[src/sv/bgb_pkg.sv]
package bgb_pkg;

   localparam int MAX_GLYPH_ROWS_DEF = 16;
   localparam int GLYPH_COUNT        = 256;
   localparam int GLYPH_WIDTH        = 8;
   localparam int STORE_AW           = 12;
   localparam int ADDR_W             = 28;
   localparam int CSR_AW             = 5;

   localparam logic OP_LOAD = 1'b0;
   localparam logic OP_DRAW = 1'b1;

   localparam logic [1:0] MODE_REPLACE = 2'd0;
   localparam logic [1:0] MODE_XOR     = 2'd1;
   localparam logic [1:0] MODE_OR      = 2'd2;
   localparam logic [1:0] MODE_SET     = 2'd3;

   localparam logic [2:0] REG_SURFACE_WIDTH  = 3'd0;
   localparam logic [2:0] REG_SURFACE_HEIGHT = 3'd1;
   localparam logic [2:0] REG_BYTES_PER_LINE = 3'd2;
   localparam logic [2:0] REG_TEXT_COLOR     = 3'd3;
   localparam logic [2:0] REG_DRAW_MODE      = 3'd4;
   localparam logic [2:0] REG_GLYPH_HEIGHT   = 3'd5;
   localparam logic [2:0] REG_FONT_PRESENT   = 3'd6;

   typedef struct packed {
      logic [12:0] surface_width;
      logic [12:0] surface_height;
      logic [15:0] bytes_per_line;
      logic [7:0]  text_color;
      logic [1:0]  draw_mode;
      logic [4:0]  glyph_height;
      logic        font_present;
   } cfg_type;

   typedef struct packed {
      logic                en;
      logic [STORE_AW-1:0] addr;
      logic [7:0]          data;
   } store_wr_type;

   typedef struct packed {
      logic                en;
      logic [STORE_AW-1:0] addr;
   } store_rd_type;

endpackage

[src/sv/bgb_csr.sv]
module bgb_csr (
   input  logic                      clock,
   input  logic                      reset,
   input  logic                      csr_psel,
   input  logic                      csr_penable,
   input  logic                      csr_pwrite,
   input  logic [bgb_pkg::CSR_AW-1:0] csr_paddr,
   input  logic [31:0]               csr_pwdata,
   output logic [31:0]               csr_prdata,
   output logic                      csr_pready,
   output bgb_pkg::cfg_type          cfg
);
   import bgb_pkg::*;

   cfg_type    cfg_ff;
   cfg_type    cfg_in;
   logic [2:0] reg_index;
   logic       wr_en;

   assign reg_index  = csr_paddr[4:2];
   assign wr_en      = csr_psel && csr_penable && csr_pwrite;
   assign csr_pready = 1'b1;
   assign cfg        = cfg_ff;

   always_comb begin
      cfg_in = cfg_ff;
      if (wr_en) begin
         unique case (reg_index)
            REG_SURFACE_WIDTH:  cfg_in.surface_width  = csr_pwdata[12:0];
            REG_SURFACE_HEIGHT: cfg_in.surface_height = csr_pwdata[12:0];
            REG_BYTES_PER_LINE: cfg_in.bytes_per_line = csr_pwdata[15:0];
            REG_TEXT_COLOR:     cfg_in.text_color     = csr_pwdata[7:0];
            REG_DRAW_MODE:      cfg_in.draw_mode      = csr_pwdata[1:0];
            REG_GLYPH_HEIGHT:   cfg_in.glyph_height   = csr_pwdata[4:0];
            REG_FONT_PRESENT:   cfg_in.font_present   = csr_pwdata[0];
            default:            cfg_in = cfg_ff;
         endcase
      end
   end

   always_comb begin
      unique case (reg_index)
         REG_SURFACE_WIDTH:  csr_prdata = {19'd0, cfg_ff.surface_width};
         REG_SURFACE_HEIGHT: csr_prdata = {19'd0, cfg_ff.surface_height};
         REG_BYTES_PER_LINE: csr_prdata = {16'd0, cfg_ff.bytes_per_line};
         REG_TEXT_COLOR:     csr_prdata = {24'd0, cfg_ff.text_color};
         REG_DRAW_MODE:      csr_prdata = {30'd0, cfg_ff.draw_mode};
         REG_GLYPH_HEIGHT:   csr_prdata = {27'd0, cfg_ff.glyph_height};
         REG_FONT_PRESENT:   csr_prdata = {31'd0, cfg_ff.font_present};
         default:            csr_prdata = 32'd0;
      endcase
   end

   always_ff @(posedge clock) begin
      if (reset) begin
         cfg_ff.surface_width  <= 13'd320;
         cfg_ff.surface_height <= 13'd240;
         cfg_ff.bytes_per_line <= 16'd320;
         cfg_ff.text_color     <= 8'd0;
         cfg_ff.draw_mode      <= MODE_REPLACE;
         cfg_ff.glyph_height   <= 5'd16;
         cfg_ff.font_present   <= 1'b0;
      end else begin
         cfg_ff <= cfg_in;
      end
   end

endmodule

[config.mk]
export PLATFORM = sky130hd
export DESIGN_NAME = bgb_csr
export DESIGN_NICKNAME = d
export VERILOG_FILES = /design/src/sv/bgb_pkg.sv /design/src/sv/bgb_csr.sv
export SDC_FILE = /design/constraint.sdc
export NUM_CORES = 1
export LEC_CHECK = 0
export BUFFER_PORTS_ARGS = -buffer_cell sky130_fd_sc_hd__buf_4
export CAP_MARGIN = 20
export CORE_ASPECT_RATIO = 0.7
export CORE_MARGIN = 1.5
export CORE_UTILIZATION = 51
export CTS_CLUSTER_SIZE = 24
export DETAILED_ROUTE_END_ITERATION = 12
export PLACE_DENSITY_LB_ADDON = 0.25
export SYNTH_ARGS = -nofsm -noshare
export SYNTH_HDL_FRONTEND = slang
export SYNTH_SLANG_ARGS = --single-unit
[constraint.sdc]
create_clock -name clock -period 2.29 [get_ports clock]
set_input_delay 0.458 -clock clock [delete_from_list [all_inputs] [get_ports clock]]
set_output_delay 0.458 -clock clock [all_outputs]
set_load 0.01 [all_outputs]
## Word-level counts from Yosys, hierarchy flattened

Index checks and enable logic that the tools add are counted.

| word-level totals | value |
|---|---|
| input bits | 42 |
| output and inout bits | 91 |
| word-level logic and storage cells | 24 |
| register bits after elaboration | 58 |

| cells by class | value |
|---|---|
| equality and inequality tests | 6 |
| multiplexer cells | 1 |
| reduce and logical (&&, ||, !) cells | 10 |

Operators with widths:

| operator | count |
|---|---|
| one-hot mux 16 bit (7 select lines) | 1 |
| AND reduction 2 bit | 7 |
| equality test 3 bit (second input constant) | 3 |
| equality test 3 x 2 -> 1 bit (second input constant) | 2 |
| equality test 3 x 1 -> 1 bit (second input constant) | 1 |
| zero test 3 bit | 1 |
| logical AND 1 bit | 2 |

## Depth between registers and ports, before layout

| depth | value |
|---|---|
| word-level depth | 3 |
| mapped depth | 5 |
| mapped depth without buffers | 3 |

## Least setup slack after synthesis

Ideal clock, no wire load.

| timing | value |
|---|---|
| kind | input to output |
| start | input port csr_paddr[4] in the netlist's numbering |
| end | output port csr_prdata[0] |
| path buffers | 1 |
| required time | 1832 ps |
| stages | 3 |
| arrival time | 1333 ps |
| path slack | 499 ps |
| cell sequence | buf_6 -> mux4_2 -> mux2_2 |

| on the way | value |
|---|---|
| word-level cells in the longest chain between the ends | 2 |
| elaborated cells between the ends (all ways) | 8 |
| those cells by class | 6 x eq/ne; 1 x mux; 1 x reduce/logical |

RTL lines:

| element | line | RTL |
|---|---|---|
| from (decl) | bgb_csr.sv:7 | `input logic [bgb_pkg::CSR_AW-1:0] csr_paddr,` |
| equality test 3 bit, or another cell as far along | bgb_csr.sv:42 | `unique case (reg_index)` |
| one-hot mux 16 bit (7 select lines) * | bgb_csr.sv:42 |  |
| to (decl) | bgb_csr.sv:9 | `output logic [31:0] csr_prdata,` |

Mark *: on every way between the ends. The rest lies on a longest branch, timed or not.

## Worst setup path after layout

Same ends and word-level chain as after synthesis.

==> qor.txt <==
Antenna Nets Post-Route: 0
Worst-path fanout max: 15
Area of the mapped netlist: 0.00301 mm^2
Setup Skew: 0 ns
Hold buffer count at cts: 0
Crit-path slowest cell: mux4_2
Area Growth Syn to Fin: 28.4%
Slew HR: 62.1%
Post-synth EDFFs: 0
Drt initial violations: 73
Buffers and inverters on the worst path: 2
Resized cells post-CTS: 0
Clock buffer depth: 2
Non-Filler Instances: 465
Most frequent cells in the layout: buf_4, nand2b_1, mux2i_1
Final Max Tran Viols: 0
Vias: 2375
CTS tree: done
Post-placement cell count: 450
Commonest non-fill, non-tap cell in the layout: buf_4
Syn_area_per_cell: 10.2 um^2
Leakage power: 1.88 nW
CTS Sinks: 58
Drt first pass iters: 4
Synth area leader: dfxtp_1
Synth Register Bits: 58
Antenna violations before repair: 0
Max cap viols: 0
Post-route DRC: 0
Die ar.: 0.00638 mm^2
Vias per cell: 5.11
Crit start category: input pin
Outcome: finished, final reports clean
Clock latency on the worst-skew pair: 0.34 ns
Final setup TNS: 0 ns
CP max stage delay: 0.54 ns
I/O Pins: 133
Clock slew at reported path FFs: 0.06 ns
Syn. warnings: 0
HPWL after DPL: 5190 um
WHS: 0.398 ns
DRT Wirelength: 7330 um
Initial Utilization: 52.9%
Area after DPL: 0.00366 mm^2
Core Area: 0.00570 mm^2
Fin util: 67.9%
GRT Overall Usage: 24.2%
FF+latch area: 0.00116 mm^2
Synth async-reset ratio: 0%
Achievable frequency: 479 MHz
IO buf count: 97
H-tree levels: 3
Critical Path RT: 1.83 ns
Largest cells by area after synthesis: dfxtp_1, mux2i_1, nand2b_1
Grt total ovfl: 0
Sequential element share of the synthesized area: 38.5%
Endpoint class of the critical path: output port
Max FFs per register: 58
Slew @ Worst Pin: 0.569 ns
Share of the synthesized area in the top cell type: 38.5%
Setup CP Type: input pin to output port
Post-CTS Setup Bufs: 0
Filler instances: 482
PwrDens: 566 mW/mm^2
Clock buffer count from CTS: 9
CP most frequent cell: buf_4
Footprint of the multi-input gates: 0.00165 mm^2
Share of cells above drive strength 1: 32.8%
Placer congestion estimate: 0.747
Die Y: 67.3 um
First-pass GRT wire length: 11400 um
Arrival time at the worst endpoint: 1.63 ns
Hold Path Class: input pin to flop
Number of global-route vias before repair: 2175
Setup-failing EPs final: 0
Maximum vdd drop: 0.388 mV
Distinct cells, synth: 28
CTS Root Cell: clkbuf_8
# diodes: 0
RSZ-0062 raised after global routing: false
Largest net degree at the start of global routing: 78
Cell count after synthesis: 295
Die width: 94.9 um
Worst reg2reg setup slack: 1.58 ns
Period minus WS final: 2.09 ns
Wire per inst: 15.8 um
Net count, final: 428
Final Hold Viols: 0
Kind of cell adding the most delay to the critical path: multiplexers
Cells along the critical path: buf_4, mux4_2, mux2_2, buf_4
Final period util: 91.3%
Final instance area: 0.00387 mm^2
Top FF cell, synth: dfxtp_1
Core Rows: 23
Yosys cell counts, drive strengths merged, types with 4 or more instances:
master	count
nand2b	67
mux2i	63
dfxtp	58
buf	28
nor2	18
clkbuf	8
nor2b	7
nand2	6
a2bb2oi	5
and2	5
mux4	5
mux2	4
tightest hold or removal path, cell delays in order:
cell	delay, ns
buf_4	0.11
nand2b_1	0.05
mux2i_1	0.06
worst paths after layout:
kind / from / end / cells after the start
max: csr_paddr[4] / csr_prdata[0] / 4
min: csr_pwdata[15] / cfg[31]$_SDFFE_PP0P_ / 3
max reg2reg: cfg[39]$_SDFFE_PP1P_ / cfg[39]$_SDFFE_PP1P_ / 1
min reg2reg: cfg[29]$_SDFFE_PP0P_ / cfg[29]$_SDFFE_PP0P_ / 2
final cells by class:
type / count / share of cell area, %
clock inverter: 2 / 0.906
clock buffer: 13 / 4.37
timing repair buffer: 101 / 19.6
inverter: 1 / 0.0970
multi-input combinational: 215 / 42.6
sequential: 58 / 30.0
tap: 75 / 2.43
kinds of logic (layout without fill, tap and decap cells):
kind of cell           count (synthesis)  count (layout)  synth area share, %
AO/OA/AOI/OAI                         15              15                 4.40
buffers and inverters                 37             117                 8.64
flip-flops                            58              58                 38.5
multiplexers                          72              72                 26.2
other                                  2              17                0.249
AND/OR/NAND/NOR                      111             111                 22.0
per-layer routing:
layer | share of wire [%] | GRT usage, % | vias up
met4 | 1.2 | 6.16 | 0
met3 | 7.3 | 9.01 | 8
li1 | - | - | 1150
met5 | 0 | 0 | -
met2 | 45 | 38.5 | 83
met1 | 46 | 31.3 | 1134
report_power, final:
part | internal [mW] | total, mW | switching [mW]
combinational | 0.0968 | 0.203 | 0.106
clock | 0.584 | 0.964 | 0.380
sequential | 1.02 | 1.02 | 0.00669
total | 1.70 | 2.19 | 0.493
per-stage QoR:
step / worst slack, ns / power [mW]
after floorplan: 0.499 / 1.20
after global placement: 0.219 / 1.25
after detailed placement: 0.207 / 1.25
after CTS: 0.194 / 2.21
after global routing: 0.154 / 2.28
final: 0.200 / 2.19
Note: power is estimated with default switching activity, not from simulation.
