`src/sv/bgb_pkg.sv`:
```
package bgb_pkg;

   localparam int MAX_GLYPH_ROWS_DEF = 16;
   localparam int GLYPH_COUNT        = 256;
   localparam int GLYPH_WIDTH        = 8;
   localparam int STORE_AW           = 12;
   localparam int ADDR_W             = 28;
   localparam int CSR_AW             = 5;

   localparam logic OP_LOAD = 1'b0;
   localparam logic OP_DRAW = 1'b1;

   localparam logic [1:0] MODE_REPLACE = 2'd0;
   localparam logic [1:0] MODE_XOR     = 2'd1;
   localparam logic [1:0] MODE_OR      = 2'd2;
   localparam logic [1:0] MODE_SET     = 2'd3;

   localparam logic [2:0] REG_SURFACE_WIDTH  = 3'd0;
   localparam logic [2:0] REG_SURFACE_HEIGHT = 3'd1;
   localparam logic [2:0] REG_BYTES_PER_LINE = 3'd2;
   localparam logic [2:0] REG_TEXT_COLOR     = 3'd3;
   localparam logic [2:0] REG_DRAW_MODE      = 3'd4;
   localparam logic [2:0] REG_GLYPH_HEIGHT   = 3'd5;
   localparam logic [2:0] REG_FONT_PRESENT   = 3'd6;

   typedef struct packed {
      logic [12:0] surface_width;
      logic [12:0] surface_height;
      logic [15:0] bytes_per_line;
      logic [7:0]  text_color;
      logic [1:0]  draw_mode;
      logic [4:0]  glyph_height;
      logic        font_present;
   } cfg_type;

   typedef struct packed {
      logic                en;
      logic [STORE_AW-1:0] addr;
      logic [7:0]          data;
   } store_wr_type;

   typedef struct packed {
      logic                en;
      logic [STORE_AW-1:0] addr;
   } store_rd_type;

endpackage

```
`src/sv/bgb_row_engine.sv`:
```
module bgb_row_engine #(
   parameter int MAX_GLYPH_ROWS = bgb_pkg::MAX_GLYPH_ROWS_DEF
) (
   input  logic                        clock,
   input  logic                        reset,
   input  bgb_pkg::cfg_type            cfg,
   input  logic                        req_valid,
   output logic                        req_ready,
   input  logic                        req_opcode,
   input  logic signed [15:0]          req_pos_x,
   input  logic signed [15:0]          req_pos_y,
   input  logic [7:0]                  req_char_code,
   output bgb_pkg::store_rd_type       store_rd,
   input  logic [7:0]                  store_data,
   output logic                        rsp_valid,
   input  logic                        rsp_ready,
   output logic [bgb_pkg::ADDR_W-1:0]  rsp_row_address,
   output logic [7:0]                  rsp_pixel_mask,
   output logic [1:0]                  rsp_pixel_op,
   output logic [7:0]                  rsp_pixel_value,
   output logic                        rsp_last_row
);
   import bgb_pkg::*;

   localparam int HW = $clog2(MAX_GLYPH_ROWS + 1);

   localparam logic [1:0] ST_IDLE = 2'd0;
   localparam logic [1:0] ST_CLIP = 2'd1;
   localparam logic [1:0] ST_BASE = 2'd2;
   localparam logic [1:0] ST_ROWS = 2'd3;

   logic [1:0]          state_ff, state_in;
   logic signed [15:0]  x_ff, x_in;
   logic signed [15:0]  y_ff, y_in;
   logic [7:0]          code_ff, code_in;
   logic [HW-1:0]       rows_ff, rows_in;
   logic [HW-1:0]       skip_ff, skip_in;
   logic [HW-1:0]       issued_ff, issued_in;
   logic [2:0]          shift_ff, shift_in;
   logic [7:0]          colmask_ff, colmask_in;
   logic [12:0]         xc_ff, xc_in;
   logic [ADDR_W-1:0]   yprod_ff, yprod_in;
   logic [STORE_AW-1:0] hc_ff, hc_in;
   logic [ADDR_W-1:0]   addr_acc_ff, addr_acc_in;
   logic [STORE_AW-1:0] fidx_ff, fidx_in;
   logic                pend_ff, pend_in;
   logic                pend_last_ff, pend_last_in;
   logic                issue_done_ff, issue_done_in;
   logic                rsp_valid_ff, rsp_valid_in;
   logic [ADDR_W-1:0]   rsp_addr_ff, rsp_addr_in;
   logic [7:0]          rsp_mask_ff, rsp_mask_in;
   logic [1:0]          rsp_op_ff, rsp_op_in;
   logic [7:0]          rsp_value_ff, rsp_value_in;
   logic                rsp_last_ff, rsp_last_in;

   // clipping terms
   logic [7:0]          h_wide;
   logic [HW-1:0]       h;
   logic [16:0]         neg_y, neg_x, skip_wide;
   logic                y_hidden, below, left_out, right_out, code_bad, none;
   logic [14:0]         yc, xc_wide;
   logic [12:0]         avail, cols;
   logic [HW-1:0]       skip, rows_raw, rows;
   logic [2:0]          shift;
   logic [7:0]          colmask;
   logic [28:0]         yprod_full;
   logic [HW+7:0]       hc_full;

   // shared adders
   logic [ADDR_W-1:0]   add_a, add_b, add_sum;
   logic [STORE_AW-1:0] idx_a, idx_b, idx_sum;

   logic                accept, issue, consume;
   logic [7:0]          shifted, row_mask;

   assign req_ready = (state_ff == ST_IDLE);
   assign accept    = req_valid && req_ready && (req_opcode == OP_DRAW);

   always_comb begin
      h_wide    = ({3'd0, cfg.glyph_height} > 8'(MAX_GLYPH_ROWS)) ?
                  8'(MAX_GLYPH_ROWS) : {3'd0, cfg.glyph_height};
      h         = h_wide[HW-1:0];
      neg_y     = 17'd0 - {y_ff[15], y_ff};
      neg_x     = 17'd0 - {x_ff[15], x_ff};
      skip_wide = y_ff[15] ? neg_y : 17'd0;
      y_hidden  = y_ff[15] && (skip_wide >= 17'(h));
      yc        = y_ff[15] ? 15'd0 : y_ff[14:0];
      below     = yc >= {2'd0, cfg.surface_height};
      avail     = cfg.surface_height - yc[12:0];
      skip      = skip_wide[HW-1:0];
      rows_raw  = h - skip;
      rows      = (13'(rows_raw) > avail) ? avail[HW-1:0] : rows_raw;
      left_out  = x_ff[15] && (neg_x >= 17'(GLYPH_WIDTH));
      shift     = x_ff[15] ? neg_x[2:0] : 3'd0;
      xc_wide   = x_ff[15] ? 15'd0 : x_ff[14:0];
      right_out = xc_wide >= {2'd0, cfg.surface_width};
      cols      = cfg.surface_width - xc_wide[12:0];
      for (int k = 0; k < GLYPH_WIDTH; k++) begin
         colmask[k] = 13'(k) < cols;
      end
      code_bad   = 9'(code_ff) >= 9'(GLYPH_COUNT);
      none       = !cfg.font_present || code_bad || y_hidden || below ||
                   (rows == '0) || left_out || right_out;
      yprod_full = yc[12:0] * cfg.bytes_per_line;
      hc_full    = h * code_ff;
   end

   assign consume = pend_ff && (!rsp_valid_ff || rsp_ready);
   assign issue   = (state_ff == ST_ROWS) && !issue_done_ff && (!pend_ff || consume);

   // base setup and per-row stepping go through the same two adders
   always_comb begin
      add_a   = (state_ff == ST_BASE) ? yprod_ff : addr_acc_ff;
      add_b   = (state_ff == ST_BASE) ? ADDR_W'(xc_ff) : ADDR_W'(cfg.bytes_per_line);
      add_sum = add_a + add_b;
      idx_a   = (state_ff == ST_BASE) ? hc_ff : fidx_ff;
      idx_b   = (state_ff == ST_BASE) ? STORE_AW'(skip_ff) : STORE_AW'(1);
      idx_sum = idx_a + idx_b;
   end

   assign store_rd.en   = issue;
   assign store_rd.addr = fidx_ff;

   always_comb begin
      shifted = store_data << shift_ff;
      for (int k = 0; k < GLYPH_WIDTH; k++) begin
         row_mask[k] = shifted[GLYPH_WIDTH-1-k] & colmask_ff[k];
      end
   end

   always_comb begin
      state_in      = state_ff;
      x_in          = x_ff;
      y_in          = y_ff;
      code_in       = code_ff;
      rows_in       = rows_ff;
      skip_in       = skip_ff;
      issued_in     = issued_ff;
      shift_in      = shift_ff;
      colmask_in    = colmask_ff;
      xc_in         = xc_ff;
      yprod_in      = yprod_ff;
      hc_in         = hc_ff;
      addr_acc_in   = addr_acc_ff;
      fidx_in       = fidx_ff;
      pend_in       = pend_ff;
      pend_last_in  = pend_last_ff;
      issue_done_in = issue_done_ff;
      rsp_valid_in  = rsp_valid_ff;
      rsp_addr_in   = rsp_addr_ff;
      rsp_mask_in   = rsp_mask_ff;
      rsp_op_in     = rsp_op_ff;
      rsp_value_in  = rsp_value_ff;
      rsp_last_in   = rsp_last_ff;

      if (rsp_ready) begin
         rsp_valid_in = 1'b0;
      end

      unique case (state_ff)
         ST_IDLE: begin
            if (accept) begin
               x_in     = req_pos_x;
               y_in     = req_pos_y;
               code_in  = req_char_code;
               state_in = ST_CLIP;
            end
         end
         ST_CLIP: begin
            rows_in    = rows;
            skip_in    = skip;
            shift_in   = shift;
            colmask_in = colmask;
            xc_in      = xc_wide[12:0];
            yprod_in   = yprod_full[ADDR_W-1:0];
            hc_in      = STORE_AW'(hc_full);
            state_in   = none ? ST_IDLE : ST_BASE;
         end
         ST_BASE: begin
            addr_acc_in   = add_sum;
            fidx_in       = idx_sum;
            issued_in     = '0;
            issue_done_in = 1'b0;
            pend_in       = 1'b0;
            state_in      = ST_ROWS;
         end
         ST_ROWS: begin
            if (consume) begin
               rsp_valid_in = 1'b1;
               rsp_addr_in  = addr_acc_ff;
               rsp_mask_in  = row_mask;
               rsp_op_in    = cfg.draw_mode;
               rsp_value_in = (cfg.draw_mode == MODE_SET) ? 8'hff : cfg.text_color;
               rsp_last_in  = pend_last_ff;
               addr_acc_in  = add_sum;
               pend_in      = 1'b0;
               if (pend_last_ff) begin
                  state_in = ST_IDLE;
               end
            end
            if (issue) begin
               fidx_in      = idx_sum;
               issued_in    = issued_ff + 1'b1;
               pend_in      = 1'b1;
               pend_last_in = (issued_ff == rows_ff - 1'b1);
               if (issued_ff == rows_ff - 1'b1) begin
                  issue_done_in = 1'b1;
               end
            end
         end
         default: state_in = ST_IDLE;
      endcase
   end

   always_ff @(posedge clock) begin
      if (reset) begin
         state_ff      <= ST_IDLE;
         pend_ff       <= 1'b0;
         issue_done_ff <= 1'b0;
         rsp_valid_ff  <= 1'b0;
      end else begin
         state_ff      <= state_in;
         pend_ff       <= pend_in;
         issue_done_ff <= issue_done_in;
         rsp_valid_ff  <= rsp_valid_in;
      end
   end

   always_ff @(posedge clock) begin
      x_ff         <= x_in;
      y_ff         <= y_in;
      code_ff      <= code_in;
      rows_ff      <= rows_in;
      skip_ff      <= skip_in;
      issued_ff    <= issued_in;
      shift_ff     <= shift_in;
      colmask_ff   <= colmask_in;
      xc_ff        <= xc_in;
      yprod_ff     <= yprod_in;
      hc_ff        <= hc_in;
      addr_acc_ff  <= addr_acc_in;
      fidx_ff      <= fidx_in;
      pend_last_ff <= pend_last_in;
      rsp_addr_ff  <= rsp_addr_in;
      rsp_mask_ff  <= rsp_mask_in;
      rsp_op_ff    <= rsp_op_in;
      rsp_value_ff <= rsp_value_in;
      rsp_last_ff  <= rsp_last_in;
   end

   assign rsp_valid       = rsp_valid_ff;
   assign rsp_row_address = rsp_addr_ff;
   assign rsp_pixel_mask  = rsp_mask_ff;
   assign rsp_pixel_op    = rsp_op_ff;
   assign rsp_pixel_value = rsp_value_ff;
   assign rsp_last_row    = rsp_last_ff;

endmodule

```
`config.mk`:
```
export PLATFORM = sky130hd
export DESIGN_NAME = bgb_row_engine
export DESIGN_NICKNAME = d
export VERILOG_FILES = /design/src/sv/bgb_pkg.sv /design/src/sv/bgb_row_engine.sv
export SDC_FILE = /design/constraint.sdc
export NUM_CORES = 1
export LEC_CHECK = 0
export ABC_CLOCK_PERIOD_IN_PS = 7000
export BUFFER_PORTS_ARGS = -buffer_cell sky130_fd_sc_hd__buf_2
export CAP_MARGIN = 20
export CORE_MARGIN = 8
export CORE_UTILIZATION = 30
export DETAILED_ROUTE_END_ITERATION = 10
export PLACE_DENSITY = 0.43
export SETUP_SLACK_MARGIN = 0.4
export SLEW_MARGIN = 25
export SYNTH_ARGS = -nofsm -noshare
export SYNTH_HDL_FRONTEND = slang
export SYNTH_SLANG_ARGS = --single-unit
```
`constraint.sdc`:
```
create_clock -name clock -period 7 [get_ports clock]
set_clock_uncertainty 0.15 [all_clocks]
set_input_delay 0.7 -clock clock [delete_from_list [all_inputs] [get_ports clock]]
set_output_delay 0.7 -clock clock [all_outputs]
set_load 0.02 [all_outputs]
```
# Word level (Yosys, flattened, before mapping)
# Cells that the tools add are included.
classes:
  n_addsub: 9
  multipliers: 2
  n_lt_le_gt_ge: 14
  eq_ne: 11
  shifts: 1
  muxes: 29
  bitwise_logic: 8
  n_reduce_logical: 29
op_table:
  columns: ["op", "n"]
  rows:
  - ["28-bit two-way mux", 2]
  - ["28-bit one-hot mux with 2 select lines", 1]
  - ["3-bit by 13-bit less-than comparator with 1-bit output, first input constant", 4]
  - ["1-bit by 16-bit subtractor with 17-bit output, first input constant", 2]
  - ["15-bit by 13-bit greater-or-equal comparator with 1-bit output", 2]
  - ["15-bit two-way mux", 2]
  - ["28-bit by 16-bit adder with 28-bit output", 1]
  - ["13-bit by 16-bit multiplier with 28-bit output", 1]
  - ["1-bit by 13-bit less-than comparator with 1-bit output, first input constant", 2]
  - ["2-bit by 13-bit less-than comparator with 1-bit output, first input constant", 2]
  - ["13-bit subtractor", 2]
  - ["12-bit two-way mux", 2]
  - ["12-bit one-hot mux with 2 select lines", 1]
  - ["5-bit two-way mux", 4]
  - ["17-bit by 4-bit greater-or-equal comparator with 1-bit output, second input constant", 1]
  - ["17-bit by 5-bit greater-or-equal comparator with 1-bit output", 1]
  - ["17-bit two-way mux", 1]
  - ["16-bit two-way mux", 1]
  - ["5-bit by 13-bit > comparator with 1-bit output", 1]
  - ["12-bit by 5-bit adder with 12-bit output", 1]
  - ["5-bit by 8-bit multiplier with 12-bit output", 1]
  - ["2-bit AND reduction", 6]
  - ["5-bit one-hot mux with 2 select lines", 1]
  - ["1-bit bitwise AND", 8]
  - ["22 further kinds", 53]
totals:
  register_bits: 212
  in_bits: 111
  output_inout_bits: 62
  elab_cells: 126

# Logic depth before layout (Yosys ltp)
depth:
  ltp_word: 11
  mapped_depth: 24
  ltp_nobuf: 22

# Least setup slack after synthesis
# No wires, ideal clock.
synth_timing:
  path_type: "reg-to-reg"
  start: "register y_ff[15]"
  end: "register yprod_ff[27], data pin"
  setup_ns: 0.260
  arrival_ns: 5.734
  t_required_ns: 6.590
  slack_ns: 0.856
  path_stages_with_launch: 24
  n_path_buf: 3
  period_less_slack_ns: 6.144
  path_cell_list: "edfxtp_1 -> clkbuf_1 -> buf_1 -> nor2b_1 -> clkbuf_1 -> and2_1 -> fa_1 -> inv_1 -> fa_1 -> inv_1 -> fa_1 -> fa_1 -> inv_1 -> fa_1 -> inv_1 -> ha_1 -> a21o_1 -> a21oi_1 -> o22ai_1 -> o31ai_2 -> o21ai_1 -> a21o_1 -> a21oi_2 -> xnor2_1"
synth_between:
  elab_chain_cells: 2
synth_rtl:
  columns: ["item", "line_no", "rtl"]
  rows:
  - ["start, declared", "bgb_row_engine.sv:34", "logic signed [15:0] y_ff, y_in;"]
  - ["start signal, assigned", "bgb_row_engine.sv:231", "y_ff <= y_in;"]
  - ["15-bit two-way mux", "bgb_row_engine.sv:87", "yc = y_ff[15] ? 15'd0 : y_ff[14:0];"]
  - ["13-bit by 16-bit multiplier with 28-bit output", "bgb_row_engine.sv:104", "yprod_full = yc[12:0] * cfg.bytes_per_line;"]
  - ["named net yprod_full[27]", "bgb_row_engine.sv:66", "logic [28:0] yprod_full;"]
  - ["end signal, assigned", "bgb_row_engine.sv:239", "yprod_ff <= yprod_in;"]
  - ["end, declared", "bgb_row_engine.sv:42", "logic [ADDR_W-1:0] yprod_ff, yprod_in;"]
# The timed path passes the listed nets, and every way through them passes these cells.
# A chain may end at the register's enable or synchronous reset.

# Worst setup path after layout
layout_timing:
  start: "register y_ff[3]"
  end: "register yprod_ff[27], data pin"
# The elaborated chain is that of the path after synthesis.

==> results.ini <==
[final_layout]
drive_gt1_frac=0.119
nets=2667
syn2layout_area_growth_pct=13.7
fillers=6828

[worst_setup_path]
cp-start-kind=flip-flop
crit_type=flip-flop to flip-flop
crit_cells=21
end_kind=flip-flop
crit_chain=nor2b_1 > buf_4 > and2_1 > fa_1 > inv_1 > fa_1 > inv_1 > fa_1 > inv_1 > fa_1 > fa_1 > inv_1 > ha_1 > o21a_1 > o21ai_0 > nor4_1 > o31ai_2 > o21ai_1 > a21o_1 > a21oi_2 > xnor2_1
r2r_cells=21
reg2reg_to=yprod_ff[27]$_DFFE_PP_
crit_top_cell=fa_1
critPathArrivalTime_ns=6.37
critical_path_peak_fanout=18
crit_path_max_incr_delay_ns=0.54
crit_slowest_cell=fa_1
rrSetupSlack_ns=0.80
critPathTopFamily=adder cells
r2r_start=y_ff[3]$_DFFE_PP_
required_ns=7.16
path_buf_inv=5

[sta]
hold_violations=0
fmaxAchievable_mhz=161
hold_ws_ns=0.146
period_share=0.886
worst_pin_slew_ns=0.969
min_period_ns=6.20
layout_setup_ws_ns=0.796
drv_slew=0
setup_violations=0
rsz0062_at_grt=false
fin_tns_setup_ns=0
relSlewSlack=0.354

[detailed_routing]
via_count=14200
drt-initial-drc-count=634
wl_um=53000
wl_per_cell_um=17.2
remaining_drc_errors=0
drt-pass1-iter-count=5
antenna_left=0
via_per_inst=4.61

[grt]
grt_overflow=0
grt_pass1_wl_um=83900
grt.total_usage=0.141
grt_max_degree=75
antenna_found_initial=8
grt_pass1_vias=14900

[die]
start_util=0.304
die_w_um=274
rows=94
dieHeight_um=274
core_mm2=0.0659
die_area_mm2=0.0752
num_io_pins=173

[hold_path]
holdPathStages=1
hold_start=req_char_code[7]
hold_end=code_ff[7]$_DFFE_PP_
hp-class=input port to flip-flop

[clock_network]
clock_tree.root_cell=clkbuf_16
post_cts_buffers=0
path_clk_slew_ns=0.06
clock_latency_ns=0.57
clockBufferDepth=3
post_cts_resize_count=0
postCtsHoldBufs=0
cts_buffers=27
cts_tree=done
h-tree-depth=1
cts_sinks=212

[place]
io_buffers=172
dp_hpwl_um=42400
place_ws_ns=0.555
place.gp.congestion=0.881

[yosys]
synth_fp_nets=2514
yosysSeqAreaShare=0.316
syn-instance-count=2047
synth_area_per_cell_um2=9.77
synth_cell_types=78
synthFlopType=edfxtp_1
netlist_area_mm2=0.0200
synth_edf_count=207
ys_warn_count=0
synthArstFlopShare=0
synth_seq_cells=212

[power]
peakVddDrop_mv=0.175
p_total_uw=4430
p_leak_uw=0.0103
power.density_mw_per_mm2=195

[run_status]
outcome=finished clean

[run]
maxCapViolCount=0

-- Yosys cell counts, types with 3 or more instances --
| cell type | count | area (um^2) |
|---|---|---|
| dfxtp_1 | 5 | 100 |
| a211oi_1 | 12 | 90.1 |
| nor4_1 | 9 | 56.3 |
| a31oi_1 | 14 | 87.6 |
| and4b_1 | 4 | 40.0 |
| nand2b_1 | 32 | 200 |
| xnor2_1 | 59 | 517 |
| buf_2 | 6 | 30.0 |
| edfxtp_1 | 207 | 6220 |
| nor2_1 | 67 | 251 |
| buf_1 | 4 | 15.0 |
| nor2b_1 | 38 | 238 |
| a211o_1 | 5 | 43.8 |
| nand3_1 | 41 | 205 |
| nand4_1 | 16 | 100 |
| mux4_2 | 4 | 90.1 |
| clkbuf_1 | 60 | 225 |
| ha_1 | 181 | 2260 |
| o21ai_1 | 4 | 20.0 |
| fa_1 | 175 | 3500 |
| nor3b_1 | 4 | 30.0 |
| a21o_1 | 30 | 225 |
| o211ai_1 | 4 | 30.0 |
| nor3_1 | 24 | 120 |
| and2_1 | 135 | 845 |
| o21a_1 | 16 | 120 |
| o21ai_0 | 34 | 170 |
| o31ai_1 | 5 | 37.5 |
| mux2_1 | 3 | 33.8 |
| xor2_1 | 40 | 350 |
| nand3b_1 | 5 | 37.5 |
| mux2i_1 | 27 | 270 |
| inv_1 | 327 | 1230 |
| a311oi_1 | 3 | 26.3 |
| or2_1 | 4 | 25.0 |
| o22ai_1 | 5 | 31.3 |
| or2_2 | 4 | 25.0 |
| or3_1 | 10 | 62.6 |
| and3_1 | 13 | 81.3 |
| nand2_1 | 282 | 1060 |
| a21boi_0 | 3 | 22.5 |
| a21oi_1 | 70 | 350 |
| o21bai_1 | 10 | 75.1 |
-- report_power, final --
part	internal, uW	total [uW]	switching [uW]
Clock	779	1340	566
Combinational	647	1550	908
Sequential	1500	1530	30.2
Total	2920	4430	1500
-- worst max-delay path by stage --
stage                       start                      to  slack (ns)
3_3_place_gp   y_ff[15]$_DFFE_PP_  yprod_ff[27]$_DFFE_PP_        0.56
2_1_floorplan  y_ff[15]$_DFFE_PP_  yprod_ff[27]$_DFFE_PP_        0.86
3_5_place_dp   y_ff[15]$_DFFE_PP_  yprod_ff[27]$_DFFE_PP_        0.56
4_1_cts        y_ff[15]$_DFFE_PP_  yprod_ff[27]$_DFFE_PP_        0.54
5_1_grt         y_ff[3]$_DFFE_PP_  yprod_ff[27]$_DFFE_PP_        0.45
6_report        y_ff[3]$_DFFE_PP_  yprod_ff[27]$_DFFE_PP_        0.80
-- flip-flops by register name, indices dropped and copies added, names as in the netlist, named ones only --
name,cells
addr_acc_ff,28
code_ff,8
colmask_ff,8
fidx_ff,12
hc_ff,12
issue_done_ff,1
issued_ff,5
pend_ff,1
pend_last_ff,1
rows_ff,5
rsp_last_row,1
rsp_pixel_mask,8
rsp_pixel_op,2
rsp_pixel_value,8
rsp_row_address,28
rsp_valid,1
shift_ff,3
skip_ff,5
state_ff,1
x_ff,16
xc_ff,13
y_ff,16
yprod_ff,28
-- worst reg2reg max path, delay by kind of cell (launching register included) --
family	cells	cell delay [ns]
adders and majority gates	6	2.90
AOI/OAI and AO/OA	6	1.43
and+or+nand+nor	3	0.51
xor gates and xnor gates	1	0.07
DFF	1	0.49
buffers and inverters	5	0.39
-- layer usage --
| metal | track usage | up-vias | part of all wire | wire, um |
|---|---|---|---|---|
| met5 | 0 | - | 0.00043 | 23 |
| met4 | 0.0354 | 4 | 0.020 | 1040 |
| met3 | 0.0286 | 64 | 0.052 | 2770 |
| met2 | 0.237 | 268 | 0.47 | 24900 |
| met1 | 0.184 | 6866 | 0.46 | 24300 |
| li1 | - | 7026 | - | - |
-- layout by cell type (no fill, tap or decap), types with 5 or more instances in the layout --
cell,n
nor3_1,24
a31oi_1,14
clkbuf_16,27
a211oi_1,12
nand3b_1,5
clkinv_1,6
o21bai_1,10
inv_1,327
nand2_1,282
o21a_1,16
nand3_1,41
xor2_1,40
clkinv_2,6
nand4_1,16
or3_1,10
nor4_1,9
o21ai_0,34
a211o_1,5
dfxtp_1,5
nor2b_1,36
edfxtp_1,207
ha_1,181
a21o_1,30
a21oi_1,70
o22ai_1,5
o31ai_1,5
buf_2,172
nor2_1,66
fa_1,175
mux2i_1,27
nand2b_1,31
and3_1,13
and2_1,135
buf_4,23
xnor2_1,59
diode_2,5
-- logic make-up after synthesis --
kind of cell,count (synthesis),synth area share
and+or+nand+nor,701,0.175
adders and majority gates,356,0.288
AOI/OAI and AO/OA,243,0.0807
DFF,212,0.316
xor gates and xnor gates,99,0.0433
muxes,36,0.0208
buffers and inverters,400,0.0760
-- stage by stage --
step           cells  area (um^2)   util
6_report        3088        22800  0.345
2_1_floorplan   2047        20000      -
4_1_cts         3082        22700  0.345
3_5_place_dp    3034        21900  0.332
3_3_place_gp    3034        21900  0.332
5_1_grt         3086        22700  0.345
-- layout make-up --
class,count,area [um^2],share of cell area
timing repair buffer,197,1070,0.0472
tap,864,1080,0.0475
clock inverter,19,164,0.00720
clock buffer,29,683,0.0300
multi-input combinational,1435,12200,0.536
inverter,327,1230,0.0539
sequential,212,6320,0.278
antenna,5,12.5,0.000550
Power figures use the tool's default switching activity.
